===== src/design/pvrt_pkg.sv =====
// Shared types and constants of the path-vector route table.
// No dependencies; every design file refers to this package by scoped names.
package pvrt_pkg;

    localparam int ID_W      = 4;
    localparam int COST_W    = 10;
    localparam int PLEN_W    = 5;
    localparam int OP_W      = 3;
    localparam int CFG_IDX_W = 2;
    localparam int HOP_BUF   = 16;
    localparam int HOP_IDX_W = 4;

    // Operation codes.
    localparam logic [OP_W-1:0] OP_CLEAR = 3'd0;
    localparam logic [OP_W-1:0] OP_ADD   = 3'd1;
    localparam logic [OP_W-1:0] OP_HDR   = 3'd2;
    localparam logic [OP_W-1:0] OP_HOP   = 3'd3;
    localparam logic [OP_W-1:0] OP_DOWN  = 3'd4;
    localparam logic [OP_W-1:0] OP_READ  = 3'd5;

    // Configuration register indexes.
    localparam logic [CFG_IDX_W-1:0] CFG_MY_ID = 2'd0;
    localparam logic [CFG_IDX_W-1:0] CFG_INF   = 2'd1;

    localparam logic [COST_W-1:0] INF_RESET = 10'd999;

    typedef struct packed {
        logic [OP_W-1:0]   operation;
        logic [ID_W-1:0]   router_id;
        logic [ID_W-1:0]   dest_id;
        logic [COST_W-1:0] link_cost;
        logic [COST_W-1:0] advertised_cost;
        logic [ID_W-1:0]   path_length;
        logic [ID_W-1:0]   hop_id;
        logic [ID_W-1:0]   hop_index;
    } t_req;

    typedef struct packed {
        logic              route_changed;
        logic              entry_valid;
        logic [ID_W-1:0]   entry_next_hop;
        logic [COST_W-1:0] entry_cost;
        logic [PLEN_W-1:0] entry_path_length;
        logic [ID_W-1:0]   entry_hop;
    } t_rsp;

    // One word of the entry memory.
    typedef struct packed {
        logic [ID_W-1:0]   gateway;
        logic [COST_W-1:0] cost;
        logic [PLEN_W-1:0] span;
    } t_entry;

    typedef enum logic [3:0] {
        ST_IDLE,
        ST_ADD2,
        ST_DN_RD,
        ST_DN_WR,
        ST_RD_OUT,
        ST_EVAL,
        ST_CMP_RD,
        ST_CMP_CHK,
        ST_COPY
    } t_state;

endpackage


===== src/design/pvrt_path_ram.sv =====
// Hop path storage: one write port and one read port with registered data.
// Depends on pvrt_pkg for the id width.
module pvrt_path_ram #(
    parameter int DEPTH = 256,
    parameter int AW    = 8
) (
    input  logic                      i_clk,
    input  logic                      i_we,
    input  logic [AW-1:0]             i_waddr,
    input  logic [pvrt_pkg::ID_W-1:0] i_wdata,
    input  logic [AW-1:0]             i_raddr,
    output logic [pvrt_pkg::ID_W-1:0] o_rdata
);

    logic [pvrt_pkg::ID_W-1:0] r_mem [DEPTH];
    logic [pvrt_pkg::ID_W-1:0] r_rdata;

    // Write and registered read.
    always_ff @(posedge i_clk) begin
        if (i_we) begin
            r_mem[i_waddr] <= i_wdata;
        end
        r_rdata <= r_mem[i_raddr];
    end

    assign o_rdata = r_rdata;

endmodule


===== src/design/path_vector_route_table.sv =====
// Path-vector route table: entry memory, hop path memory and the update sequencer.
// Depends on pvrt_pkg and pvrt_path_ram.
//
// Every accepted request produces exactly one result strobe; the receiver cannot
// stall, so results must be taken in the cycle they appear. Clear, route header,
// a path hop that is not the last, and unused codes keep the sequencer in ST_IDLE
// and the next request can follow immediately. Add neighbour (in-range id) and read
// pass through ST_ADD2 or ST_RD_OUT before the result. Neighbour down walks the entry
// memory with a read state and a write state per entry. The last path hop reads the
// entry and decides in ST_EVAL, then a forced update compares the stored path hop by
// hop (ST_CMP_RD, ST_CMP_CHK) and an installed path is copied in ST_COPY (stored
// hops = min(path_length, PATH_SLOTS-1)); the path memory has a single read port and
// a single write port. Configuration is always ready. No clearing pass.
module path_vector_route_table #(
    parameter int ROUTER_COUNT = 16,
    parameter int PATH_SLOTS   = 16
) (
    input  logic                           i_clk,
    input  logic                           i_rst_n,
    input  logic                           start,
    output logic                           busy,
    input  pvrt_pkg::t_req                 i_req,
    output logic                           o_strobe,
    output pvrt_pkg::t_rsp                 o_rsp,
    input  logic                           i_cfg_valid,
    output logic                           o_cfg_ready,
    input  logic [pvrt_pkg::CFG_IDX_W-1:0] i_cfg_index,
    input  logic [pvrt_pkg::COST_W-1:0]    i_cfg_data
);

    localparam int EW = $clog2(ROUTER_COUNT);
    localparam int PW = $clog2(ROUTER_COUNT * PATH_SLOTS);
    localparam logic [PW-1:0] PS_W = PW'(PATH_SLOTS);

    localparam int ID_W   = pvrt_pkg::ID_W;
    localparam int COST_W = pvrt_pkg::COST_W;
    localparam int PLEN_W = pvrt_pkg::PLEN_W;
    localparam int HIW    = pvrt_pkg::HOP_IDX_W;

    // Control state.
    pvrt_pkg::t_state r_state, n_state;
    logic [ID_W-1:0]         r_my_id;
    logic [COST_W-1:0]       r_inf;
    logic [ROUTER_COUNT-1:0] r_valid, n_valid;
    logic                    r_pend_active, n_pend_active;
    logic [PLEN_W-1:0]       r_hrcv, n_hrcv;
    logic                    r_self, n_self;
    logic                    r_strobe, n_strobe;

    // Payload state.
    logic [ID_W-1:0]   r_sender, n_sender;
    logic [ID_W-1:0]   r_dest, n_dest;
    logic [COST_W-1:0] r_link, n_link;
    logic [COST_W-1:0] r_adv, n_adv;
    logic [ID_W-1:0]   r_plen, n_plen;
    logic [ID_W-1:0]   r_hops [pvrt_pkg::HOP_BUF];
    logic [HIW-1:0]    r_k, n_k;
    logic [EW-1:0]     r_idx, n_idx;
    logic [ID_W-1:0]   r_rid, n_rid;
    logic [ID_W-1:0]   r_hix, n_hix;
    pvrt_pkg::t_rsp    r_rsp, n_rsp;

    // Entry memory.
    pvrt_pkg::t_entry r_ent_mem [ROUTER_COUNT];
    pvrt_pkg::t_entry r_ent_q;
    logic             ent_we;
    logic [EW-1:0]    ent_waddr, ent_raddr;
    pvrt_pkg::t_entry ent_wdata;

    // Path memory ports.
    logic            path_we;
    logic [PW-1:0]   path_waddr, path_raddr;
    logic [ID_W-1:0] path_wdata, path_q;

    // Hop buffer write.
    logic            hop_we;
    logic [HIW-1:0]  hop_waddr;

    // Route decision helpers.
    logic [COST_W:0]   sum_raw;
    logic [COST_W-1:0] sum_sat;
    logic [PLEN_W-1:0] slen;
    logic [HIW-1:0]    mhops;
    logic [EW-1:0]     d_idx;
    logic              req_acc;

    function automatic logic in_rng(input logic [ID_W-1:0] id);
        return 32'(id) < ROUTER_COUNT;
    endfunction

    function automatic logic [PW-1:0] paddr(input logic [EW-1:0] idx,
                                            input logic [PW-1:0] slot);
        return PW'(idx) * PS_W + slot;
    endfunction

    pvrt_path_ram #(
        .DEPTH (ROUTER_COUNT * PATH_SLOTS),
        .AW    (PW)
    ) u_path_ram (
        .i_clk   (i_clk),
        .i_we    (path_we),
        .i_waddr (path_waddr),
        .i_wdata (path_wdata),
        .i_raddr (path_raddr),
        .o_rdata (path_q)
    );

    assign busy        = (r_state != pvrt_pkg::ST_IDLE);
    assign req_acc     = start && !busy;
    assign o_cfg_ready = 1'b1;
    assign o_strobe    = r_strobe;
    assign o_rsp       = r_rsp;

    // Saturated route cost, stored length and count of stored hops.
    assign sum_raw = {1'b0, r_adv} + {1'b0, r_link};
    assign sum_sat = (sum_raw >= {1'b0, r_inf}) ? r_inf : sum_raw[COST_W-1:0];
    assign slen    = (32'(r_plen) + 1 < PATH_SLOTS) ? (PLEN_W'(r_plen) + 5'd1)
                                                    : PLEN_W'(PATH_SLOTS);
    assign mhops   = (32'(r_plen) < PATH_SLOTS - 1) ? r_plen : HIW'(PATH_SLOTS - 1);
    assign d_idx   = EW'(r_dest);

    // Next state and memory control.
    always_comb begin
        logic do_install;
        do_install    = 1'b0;
        n_state       = r_state;
        n_valid       = r_valid;
        n_pend_active = r_pend_active;
        n_hrcv        = r_hrcv;
        n_self        = r_self;
        n_sender      = r_sender;
        n_dest        = r_dest;
        n_link        = r_link;
        n_adv         = r_adv;
        n_plen        = r_plen;
        n_k           = r_k;
        n_idx         = r_idx;
        n_rid         = r_rid;
        n_hix         = r_hix;
        n_strobe      = 1'b0;
        n_rsp         = '0;
        ent_we        = 1'b0;
        ent_waddr     = d_idx;
        ent_wdata     = '0;
        ent_raddr     = d_idx;
        path_we       = 1'b0;
        path_waddr    = '0;
        path_wdata    = r_my_id;
        path_raddr    = '0;
        hop_we        = 1'b0;
        hop_waddr     = r_hrcv[HIW-1:0];

        unique case (r_state)
            pvrt_pkg::ST_IDLE: begin
                if (req_acc) begin
                    unique case (i_req.operation)
                        pvrt_pkg::OP_CLEAR: begin
                            n_valid       = '0;
                            n_pend_active = 1'b0;
                            n_hrcv        = '0;
                            n_self        = 1'b0;
                            if (in_rng(r_my_id)) begin
                                n_valid[EW'(r_my_id)] = 1'b1;
                                ent_we     = 1'b1;
                                ent_waddr  = EW'(r_my_id);
                                ent_wdata  = '{gateway: r_my_id, cost: '0,
                                               span: PLEN_W'(1)};
                                path_we    = 1'b1;
                                path_waddr = paddr(EW'(r_my_id), '0);
                            end
                            n_strobe = 1'b1;
                        end
                        pvrt_pkg::OP_ADD: begin
                            if (in_rng(i_req.router_id)) begin
                                n_valid[EW'(i_req.router_id)] = 1'b1;
                                ent_we     = 1'b1;
                                ent_waddr  = EW'(i_req.router_id);
                                ent_wdata  = '{gateway: i_req.router_id,
                                               cost: (i_req.link_cost >= r_inf) ?
                                                     r_inf : i_req.link_cost,
                                               span: PLEN_W'(2)};
                                path_we    = 1'b1;
                                path_waddr = paddr(EW'(i_req.router_id), '0);
                                n_rid      = i_req.router_id;
                                n_state    = pvrt_pkg::ST_ADD2;
                            end else begin
                                n_strobe = 1'b1;
                            end
                        end
                        pvrt_pkg::OP_HDR: begin
                            n_pend_active = (i_req.path_length != '0);
                            n_sender      = i_req.router_id;
                            n_dest        = i_req.dest_id;
                            n_link        = i_req.link_cost;
                            n_adv         = i_req.advertised_cost;
                            n_plen        = i_req.path_length;
                            n_hrcv        = '0;
                            n_self        = 1'b0;
                            n_strobe      = 1'b1;
                        end
                        pvrt_pkg::OP_HOP: begin
                            if (r_pend_active) begin
                                hop_we = 1'b1;
                                n_self = r_self || (i_req.hop_id == r_my_id);
                                n_hrcv = r_hrcv + 5'd1;
                                if (n_hrcv >= {1'b0, r_plen}) begin
                                    n_pend_active = 1'b0;
                                    if (in_rng(r_dest)) begin
                                        n_state = pvrt_pkg::ST_EVAL;
                                    end else begin
                                        n_strobe = 1'b1;
                                    end
                                end else begin
                                    n_strobe = 1'b1;
                                end
                            end else begin
                                n_strobe = 1'b1;
                            end
                        end
                        pvrt_pkg::OP_DOWN: begin
                            n_rid   = i_req.router_id;
                            n_idx   = '0;
                            n_state = pvrt_pkg::ST_DN_RD;
                        end
                        pvrt_pkg::OP_READ: begin
                            ent_raddr  = EW'(i_req.router_id);
                            path_raddr = paddr(EW'(i_req.router_id),
                                               PW'(i_req.hop_index));
                            n_rid      = i_req.router_id;
                            n_hix      = i_req.hop_index;
                            n_state    = pvrt_pkg::ST_RD_OUT;
                        end
                        default: begin
                            n_strobe = 1'b1;
                        end
                    endcase
                end
            end

            // Second path slot of a neighbour entry.
            pvrt_pkg::ST_ADD2: begin
                path_we    = 1'b1;
                path_waddr = paddr(EW'(r_rid), PW'(1));
                path_wdata = r_rid;
                n_strobe   = 1'b1;
                n_state    = pvrt_pkg::ST_IDLE;
            end

            // Neighbour down sweep: read an entry, then mark it unreachable.
            pvrt_pkg::ST_DN_RD: begin
                ent_raddr = r_idx;
                n_state   = pvrt_pkg::ST_DN_WR;
            end
            pvrt_pkg::ST_DN_WR: begin
                if (r_valid[r_idx] && (r_ent_q.gateway == r_rid)) begin
                    ent_we    = 1'b1;
                    ent_waddr = r_idx;
                    ent_wdata = '{gateway: r_ent_q.gateway, cost: r_inf,
                                  span: r_ent_q.span};
                end
                if (32'(r_idx) == ROUTER_COUNT - 1) begin
                    n_strobe = 1'b1;
                    n_state  = pvrt_pkg::ST_IDLE;
                end else begin
                    n_idx   = r_idx + 1'b1;
                    n_state = pvrt_pkg::ST_DN_RD;
                end
            end

            // Read result from the registered memory outputs.
            pvrt_pkg::ST_RD_OUT: begin
                if (in_rng(r_rid) && r_valid[EW'(r_rid)]) begin
                    n_rsp.entry_valid       = 1'b1;
                    n_rsp.entry_next_hop    = r_ent_q.gateway;
                    n_rsp.entry_cost        = r_ent_q.cost;
                    n_rsp.entry_path_length = r_ent_q.span;
                    if (({1'b0, r_hix} < r_ent_q.span) &&
                        (32'(r_hix) < PATH_SLOTS)) begin
                        n_rsp.entry_hop = path_q;
                    end
                end
                n_strobe = 1'b1;
                n_state  = pvrt_pkg::ST_IDLE;
            end

            // Route rule on the stored entry.
            pvrt_pkg::ST_EVAL: begin
                if (!r_valid[d_idx]) begin
                    do_install = 1'b1;
                end else if (r_ent_q.gateway == r_sender) begin
                    if (r_self) begin
                        if (r_ent_q.cost != r_inf) begin
                            ent_we    = 1'b1;
                            ent_wdata = '{gateway: r_ent_q.gateway, cost: r_inf,
                                          span: r_ent_q.span};
                            n_rsp.route_changed = 1'b1;
                        end
                        n_strobe = 1'b1;
                        n_state  = pvrt_pkg::ST_IDLE;
                    end else if ((r_ent_q.cost != sum_sat) ||
                                 (r_ent_q.span != slen)) begin
                        do_install = 1'b1;
                    end else begin
                        n_k     = '0;
                        n_state = pvrt_pkg::ST_CMP_RD;
                    end
                end else if ((sum_sat < r_ent_q.cost) && !r_self) begin
                    do_install = 1'b1;
                end else begin
                    n_strobe = 1'b1;
                    n_state  = pvrt_pkg::ST_IDLE;
                end
            end

            // Forced update: compare stored hops one at a time.
            pvrt_pkg::ST_CMP_RD: begin
                path_raddr = paddr(d_idx, PW'(r_k) + PW'(1));
                n_state    = pvrt_pkg::ST_CMP_CHK;
            end
            pvrt_pkg::ST_CMP_CHK: begin
                if (path_q != r_hops[r_k]) begin
                    do_install = 1'b1;
                end else if (r_k == mhops - 4'd1) begin
                    n_strobe = 1'b1;
                    n_state  = pvrt_pkg::ST_IDLE;
                end else begin
                    n_k     = r_k + 4'd1;
                    n_state = pvrt_pkg::ST_CMP_RD;
                end
            end

            // Copy the pending hops into the path memory.
            pvrt_pkg::ST_COPY: begin
                path_we    = 1'b1;
                path_waddr = paddr(d_idx, PW'(r_k) + PW'(1));
                path_wdata = r_hops[r_k];
                if (r_k == mhops - 4'd1) begin
                    n_rsp.route_changed = 1'b1;
                    n_strobe            = 1'b1;
                    n_state             = pvrt_pkg::ST_IDLE;
                end else begin
                    n_k = r_k + 4'd1;
                end
            end

            default: begin
                n_state = pvrt_pkg::ST_IDLE;
            end
        endcase

        // Install the advertised route: entry word and first path slot here,
        // the remaining hops in the copy state.
        if (do_install) begin
            n_valid[d_idx] = 1'b1;
            ent_we         = 1'b1;
            ent_wdata      = '{gateway: r_sender, cost: sum_sat, span: slen};
            path_we        = 1'b1;
            path_waddr     = paddr(d_idx, '0);
            path_wdata     = r_my_id;
            n_k            = '0;
            n_state        = pvrt_pkg::ST_COPY;
        end
    end

    // Control registers.
    always_ff @(posedge i_clk) begin
        if (!i_rst_n) begin
            r_state       <= pvrt_pkg::ST_IDLE;
            r_my_id       <= '0;
            r_inf         <= pvrt_pkg::INF_RESET;
            r_valid       <= '0;
            r_pend_active <= 1'b0;
            r_hrcv        <= '0;
            r_self        <= 1'b0;
            r_strobe      <= 1'b0;
        end else begin
            r_state       <= n_state;
            r_valid       <= n_valid;
            r_pend_active <= n_pend_active;
            r_hrcv        <= n_hrcv;
            r_self        <= n_self;
            r_strobe      <= n_strobe;
            if (i_cfg_valid && o_cfg_ready) begin
                case (i_cfg_index)
                    pvrt_pkg::CFG_MY_ID: r_my_id <= i_cfg_data[ID_W-1:0];
                    pvrt_pkg::CFG_INF:   r_inf   <= i_cfg_data;
                    default: ;
                endcase
            end
        end
    end

    // Payload registers and hop buffer.
    always_ff @(posedge i_clk) begin
        r_sender <= n_sender;
        r_dest   <= n_dest;
        r_link   <= n_link;
        r_adv    <= n_adv;
        r_plen   <= n_plen;
        r_k      <= n_k;
        r_idx    <= n_idx;
        r_rid    <= n_rid;
        r_hix    <= n_hix;
        r_rsp    <= n_rsp;
        if (hop_we) begin
            r_hops[hop_waddr] <= i_req.hop_id;
        end
    end

    // Entry memory with registered read.
    always_ff @(posedge i_clk) begin
        if (ent_we) begin
            r_ent_mem[ent_waddr] <= ent_wdata;
        end
        r_ent_q <= r_ent_mem[ent_raddr];
    end

    // A reported change comes only out of the route decision states.
    a_changed_from_route: assert property (@(posedge i_clk) disable iff (!i_rst_n)
        (o_strobe && o_rsp.route_changed) |-> ($past(r_state) != pvrt_pkg::ST_IDLE))
        else $error("route change reported without a route decision");

    // The stored path is compared only for an existing entry.
    a_cmp_valid: assert property (@(posedge i_clk) disable iff (!i_rst_n)
        (r_state == pvrt_pkg::ST_CMP_CHK) |-> r_valid[d_idx])
        else $error("path compare on an empty entry");

    // Clear drops any pending route header.
    a_clear_drops_pending: assert property (@(posedge i_clk) disable iff (!i_rst_n)
        (req_acc && (i_req.operation == pvrt_pkg::OP_CLEAR)) |=> !r_pend_active)
        else $error("pending header survived a clear");

endmodule


===== config.mk =====
export PLATFORM = sky130hd
export DESIGN_NAME = path_vector_route_table
export DESIGN_NICKNAME = d
export VERILOG_FILES = /design/src/design/pvrt_pkg.sv /design/src/design/pvrt_path_ram.sv /design/src/design/path_vector_route_table.sv
export SDC_FILE = /design/constraint.sdc
export NUM_CORES = 2
export LEC_CHECK = 0
export BUFFER_PORTS_ARGS = -buffer_cell sky130_fd_sc_hd__buf_2
export CAP_MARGIN = 20
export CORE_ASPECT_RATIO = 0.7
export CORE_MARGIN = 3
export CORE_UTILIZATION = 50
export CTS_CLUSTER_SIZE = 30
export DETAILED_ROUTE_END_ITERATION = 8
export GPL_TIMING_DRIVEN = 0
export PLACE_DENSITY_LB_ADDON = 0.3
export SYNTH_ARGS = -nofsm -noshare
export SYNTH_HDL_FRONTEND = slang
export SYNTH_SLANG_ARGS = --single-unit

===== constraint.sdc =====
create_clock -name i_clk -period 16.5 [get_ports i_clk]
set_clock_uncertainty 0.2 [all_clocks]
set_input_delay 1.65 -clock i_clk [delete_from_list [all_inputs] [get_ports i_clk]]
set_output_delay 1.65 -clock i_clk [all_outputs]
set_load 0.005 [all_outputs]

Word level (Yosys, flattened, before mapping):

Memories as Yosys holds them, arrays and structs flattened. A register that Yosys moved wholly into a read port is not among the register bits.
Index checks and enable logic that the tools add are counted.

* bits in registers: 115
* RAM bits: 1392
* output and inout port bits: 28
* memories: 3

Memory list
* u_path_ram.r_mem: words 256, bits a word 4, rd ports 1, clocked after Yosys merged registers in 1, wr ports 1, line pvrt_path_ram.sv:15 `logic [pvrt_pkg::ID_W-1:0] r_mem [DEPTH];`
* r_ent_mem: words 16, bits a word 19, rd ports 1, clocked after Yosys merged registers in 1, wr ports 1, line path_vector_route_table.sv:64 `pvrt_pkg::t_entry r_ent_mem [ROUTER_COUNT];`
* r_hops: words 16, bits a word 4, rd ports 1, clocked after Yosys merged registers in 1, wr ports 1, line path_vector_route_table.sv:56 `logic [ID_W-1:0] r_hops [pvrt_pkg::HOP_BUF];`

* add/sub/neg operators: 11
* order comparisons: 15
* equality and inequality tests: 47
* multiplexer cells: 122
* bitwise operators: 3
* reduce and logical (&&, ||, !) cells: 38

Operator list (count)
* 19-bit two-way mux: 7
* 4-bit two-way mux: 29
* 19-bit one-hot mux with 3 select lines: 1
* 16-bit two-way mux: 3
* 1-bit two-way mux: 43
* 4-bit one-hot mux with 2 select lines: 5
* 19-bit one-hot mux with 2 select lines: 1
* 8-bit two-way mux: 4
* 16-bit OR: 2
* 16-bit one-hot mux with 2 select lines: 1
* 8-bit one-hot mux with 2 select lines: 2
* 4-bit one-hot mux with 7 select lines: 1
* 4-bit by 5-bit < comparator with 1-bit output, second input constant: 5
* 24-bit two-way mux: 1
* 8-bit one-hot mux with 3 select lines: 1
* 3-bit != test, second input constant: 7
* 10-bit two-way mux: 2
* 10-bit != test: 2
* 2-bit != test, second input constant: 9
* 9-bit AND reduction: 2
* 4-bit by 3-bit equality test with 1-bit output, second input constant: 4
* 4-bit equality test: 4
* 4-bit != test, second input constant: 4
* 4-bit one-hot mux with 4 select lines: 1
* 55 further kinds: 95

Depth between registers and ports, before layout:

* depth in word-level cells: 13
* depth in mapped cells: 29

Cells and area by module:

Synthesis repeated with hierarchy kept, for this count alone.

* cell total of the unflattened synthesis: 3783
* area total of the unflattened synthesis: 63686.1 sq um

By module, submodules not included
* pvrt_path_ram: times used 1, cells an instance 2051, area an instance 40675.3 sq um, sequential area each 30829.6 sq um
* path_vector_route_table: times used 1, cells an instance 1732, area an instance 23010.8 sq um, sequential area each 14253.7 sq um

Worst setup path before layout:

Ideal clock, no wire load.

* path kind: reg2reg
* start: register (tool-made name)
* end: memory u_path_ram.r_mem[0][3] (netlist name), data pin
* arrival time: 11.038 ns
* required time: 14.113 ns
* slack: 3.074 ns
* stages on the path, launching flop included: 8
* path buffers: 2
* cell sequence: dfxtp_1 > buf_6 > buf_6 > mux4_2 > mux2i_1 > nor2_1 > nor2_1 > o21ai_0

RTL lines (line)
* to (decl): pvrt_path_ram.sv:15

Final worst setup path:

* start: register r_link[0]
* end: memory u_path_ram.r_mem[152][0] (netlist name) (enable)

* cells in the longest elaborated chain, start to end: 13
* elaborated cells between the ends (all ways): 17
* those cells by class: add/sub (1); order compare (2); eq/ne (1); mux (11); reduce/logical (2)

RTL lines
* from (decl): line path_vector_route_table.sv:53 `logic [COST_W-1:0] r_link, n_link;`
* from (signal assigned): line path_vector_route_table.sv:397 `r_link <= n_link;`
* 10-bit by 10-bit adder with 11-bit output (*): line path_vector_route_table.sv:115 `assign sum_raw = {1'b0, r_adv} + {1'b0, r_link};`
* 11-bit by 10-bit greater-or-equal comparator with 1-bit output: line path_vector_route_table.sv:116 `assign sum_sat = (sum_raw >= {1'b0, r_inf}) ? r_inf : sum_raw[COST_W-1:0];`
* 10-bit two-way mux (*): line path_vector_route_table.sv:116
* parallel branches: the longest is 4 deep, another holds 10-bit < comparator
* 1-bit two-way mux (*): line path_vector_route_table.sv:290 `end else if (r_ent_q.gateway == r_sender) begin`
* 1-bit two-way mux (*): line path_vector_route_table.sv:288 `if (!r_valid[d_idx]) begin`
* 1-bit one-hot mux with 2 select lines (*): line path_vector_route_table.sv:153 `unique case (r_state)`
* 1-bit two-way mux: line path_vector_route_table.sv:353 `if (do_install) begin`
* 1-bit two-way mux: line pvrt_path_ram.sv:20 `if (i_we) begin`
* 1-bit two-way mux (implied by the code): line pvrt_path_ram.sv:21 `r_mem[i_waddr] <= i_wdata;`

Mark *: on every way between the ends.

==> run_results.csv <==
group,metric,value,unit
outcome,status,"completed",
logic_synthesis,syn_avg_cell_area,14.4,µm²
sta,whs,315,ps
power,leakage,23.8,nW
logic_synthesis,synthArstFlopShare,0,%
worst_setup_path,crit_end,"u_path_ram.r_mem[152][0]",
cts,cts_root_buf,"clkbuf_16",
cts,clkSinkCount,1534,
worst_setup_path,arrival,10070,ps
cts,clockBufferDepth,3,
logic_synthesis,synth_cell_types,74,
run,max_cap_viol_count,0,
detailed_routing,vias_per_cell,6.58,
cts,htreeDepth,4,
floorplan,initial_core_util,50.8,%
sta,rsz0062_at_grt,"no",
floorplan,io_pins,87,
placed_design,hpwl,146000,µm
placed_design,io_buffers,82,
sta,setup_tns,0,ps
sta,period_share,59.6,%
logic_synthesis,synth-edff-count,1436,
detailed_routing,drtPass1Iterations,7,
final_layout,layout-drive-gt1-share,13.7,%
floorplan,die_y,304,µm
worst_setup_path,cp-end-kind,"flop",
detailed_routing,wl_per_cell,31.6,µm
detailed_routing,drc,0,
floorplan,die_w,432,µm
detailed_routing,wl_met3,31700,µm
detailed_routing,wirelength,205000,µm
detailed_routing,top_layer_used,"met5",
sta,slew_headroom,9.52,%
power,ir_worst_vdd,111,µV
worst_setup_path,cp-start-kind,"flop",
floorplan,core_area,0.125,mm²
detailed_routing,num_vias,42774,
worst_setup_path,critical_path_class,"flop to flop",
cts,clkTransAtPathRegs,60,ps
detailed_routing,drtAntennaViolNets,0,
global_route,grt_usage,30.9,%
cts,cts_setup_buffers,0,
detailed_routing,first_iter_violations,8246,
global_route,overflow,0,
logic_synthesis,syn-num-nets,4530,
cts,worstSkewPairLatency,790,ps
final_layout,nNetsFinal,4850,
detailed_routing,wl_met2,83100,µm
global_route,grt_antenna_before_repair,9,
logic_synthesis,syn_inst,4415,
global_route,grt_max_degree,43,
sta,worst_pin_slew,1360,ps
min_path,hold_path.class,"flop to flop",
cts,cts_buffers,144,
logic_synthesis,netlist_area,0.0634,mm²
final_layout,syn_to_final_growth,13.4,%
logic_synthesis,ys_warn_count,0,
worst_setup_path,r2r_setup_slack,6670,ps
sta,slew_violations,0,
worst_setup_path,reg2regPathDepth,26,
final_layout,nFillCells,9703,
worst_setup_path,worstPathMaxFanout,10,
logic_synthesis,ys_seq_area_share,71.1,%
sta,hold_viol_final,0,
worst_setup_path,crit_required,16730,ps
floorplan,dieArea,0.131,mm²
worst_setup_path,reg2reg_from,"r_link[0]",
global_route,grt_pass1_vias,39926,
detailed_routing,met1Wirelength,81100,µm
placed_design,gp_congestion,1.03,
sta,post-route-min-period,9830,ps
cts,holdBufCountCts,0,
floorplan,rows,108,
global_route,grt_pass1_wl,290000,µm
logic_synthesis,yosys_most_used_dff,"edfxtp_1",
worst_setup_path,r2r_end,"u_path_ram.r_mem[152][0]",
sta,setup_violations,0,
logic_synthesis,ys_ff_latch,1534,
power,powerDensity,114,mW/mm²
sta,fmax,102,MHz
worst_setup_path,worstSetupStartpoint,"r_link[0]",
cts,cts_tree,"done",
cts,cts_resized,0,
==> report_power, final <==
group / internal (mW) / switching, mW / total, mW
combinational: 0.170 / 0.376 / 0.546
sequential: 4.29 / 0.0241 / 4.31
clock: 1.82 / 1.49 / 3.30
total: 6.28 / 1.89 / 8.16
==> flip-flops by register name, indices dropped and copies added (netlist names), 5 cells and up, named ones only <==
| name | count |
|---|---|
| o_rsp | 25 |
| r_adv | 10 |
| r_ent_mem | 304 |
| r_ent_q | 19 |
| r_hops | 64 |
| r_hrcv | 5 |
| r_inf | 10 |
| r_link | 10 |
| r_valid | 16 |
| u_path_ram.r_mem | 1024 |
==> how the worst min path moves through the flow <==
stage,start,to,slack (ps),depth (start not counted)
detailed placement,r_pend_active,r_pend_active,300,2
global route,u_path_ram.o_rdata[3],o_rsp[3],330,2
finish,r_ent_q[6],o_rsp[10],320,1
CTS,u_path_ram.o_rdata[3],o_rsp[3],310,2
global placement,r_pend_active,r_pend_active,290,2
floorplan,u_path_ram.o_rdata[1],o_rsp[1],250,2
==> cell type report <==
class | instances | area (µm²) | share of cell area [%]
tap | 1650 | 2060 | 2.87
clock buffer | 174 | 3820 | 5.31
multi-input combinational | 2536 | 17000 | 23.6
clock inverter | 85 | 769 | 1.07
sequential | 1534 | 45100 | 62.7
buffer | 291 | 1230 | 1.71
inverter | 54 | 203 | 0.282
timing repair buffer | 174 | 1710 | 2.38
antenna | 3 | 7.51 | 0.0104
==> placed cells by master, fill, tap and decap left out, types with 39 or more instances in the layout <==
cell type	n
and2_1	103
dfxtp_1	98
nand4_1	48
ha_1	55
a211oi_1	105
a311oi_1	39
nand3_1	169
a31oi_1	114
xnor2_1	42
nor2_1	339
a21oi_1	102
nand2_1	706
edfxtp_1	1436
clkbuf_16	147
clkbuf_1	231
buf_2	129
a22oi_1	63
mux4_2	157
inv_1	53
mux2i_1	56
buf_4	42
==> worst max-delay path: stages, from the launching register on <==
cell and delay, ps:
edfxtp_1 370, ha_1 250, fa_1 420, a21o_1 210
a21oi_1 330, o21bai_1 150, a31oi_1 220, o21bai_1 100
xor2_1 180, ha_1 210, or3_1 320, nor4_1 180
o21ai_0 150, a21oi_1 400, clkbuf_1 540, mux2_2 420
ha_1 300, nand4_1 280, or4_1 610, nor4_1 710
o21ai_0 240, or2_1 290, clkbuf_1 380, a21oi_2 480
nand4b_1 630, clkbuf_1 460, nor2_1 430
==> synthesized netlist by cell type, drive strengths merged, types with 35 or more instances <==
cell	count	area (µm²)
a211oi	106	796
mux4	157	3540
clkbuf	208	781
mux2i	56	561
dfxtp	98	1960
nor3	35	175
nand4	48	300
and2	103	644
a31oi	114	713
a32oi	37	324
a21oi	103	519
edfxtp	1436	43100
o21ai	47	235
ha	55	688
inv	54	203
a311oi	39	342
xnor2	42	368
nor2	372	1450
a22oi	63	473
nand3	169	846
nand2	706	2650
buf	83	452
==> stage by stage <==
stage	instance area (µm²)	instances	utilization, %	power [mW]	worst slack, ps
6_report	71900	6501	57.6	8.16	6670
5_1_grt	71900	6498	57.6	8.36	6380
4_1_cts	71700	6487	57.5	8.15	6850
3_5_place_dp	67200	6228	53.8	4.92	6900
3_3_place_gp	65900	6147	52.8	4.97	-9430
2_1_floorplan	63400	4415	-	4.72	3070
==> metal layers <==
layer  global-route usage (%)  vias to the layer above
met5                        0                        -
met4                     11.8                       10
met3                     11.1                      558
met2                     41.5                     3530
met1                     45.8                    21127
li1                         -                    17549
==> logic make-up (layout without fill, tap and decap cells) <==
kind of cell	after synthesis	in the layout	share of synthesized area, %
and+or+nand+nor	1537	1537	10.7
DFF	1534	1534	71.1
AOI/OAI and AO/OA	655	655	7.30
buffers and inverters	345	778	2.26
muxes	225	225	6.67
xor gates and xnor gates	62	62	0.856
adders and majority gates	56	56	1.12
other	1	4	0.00591
(Power assumes the default switching activity.)
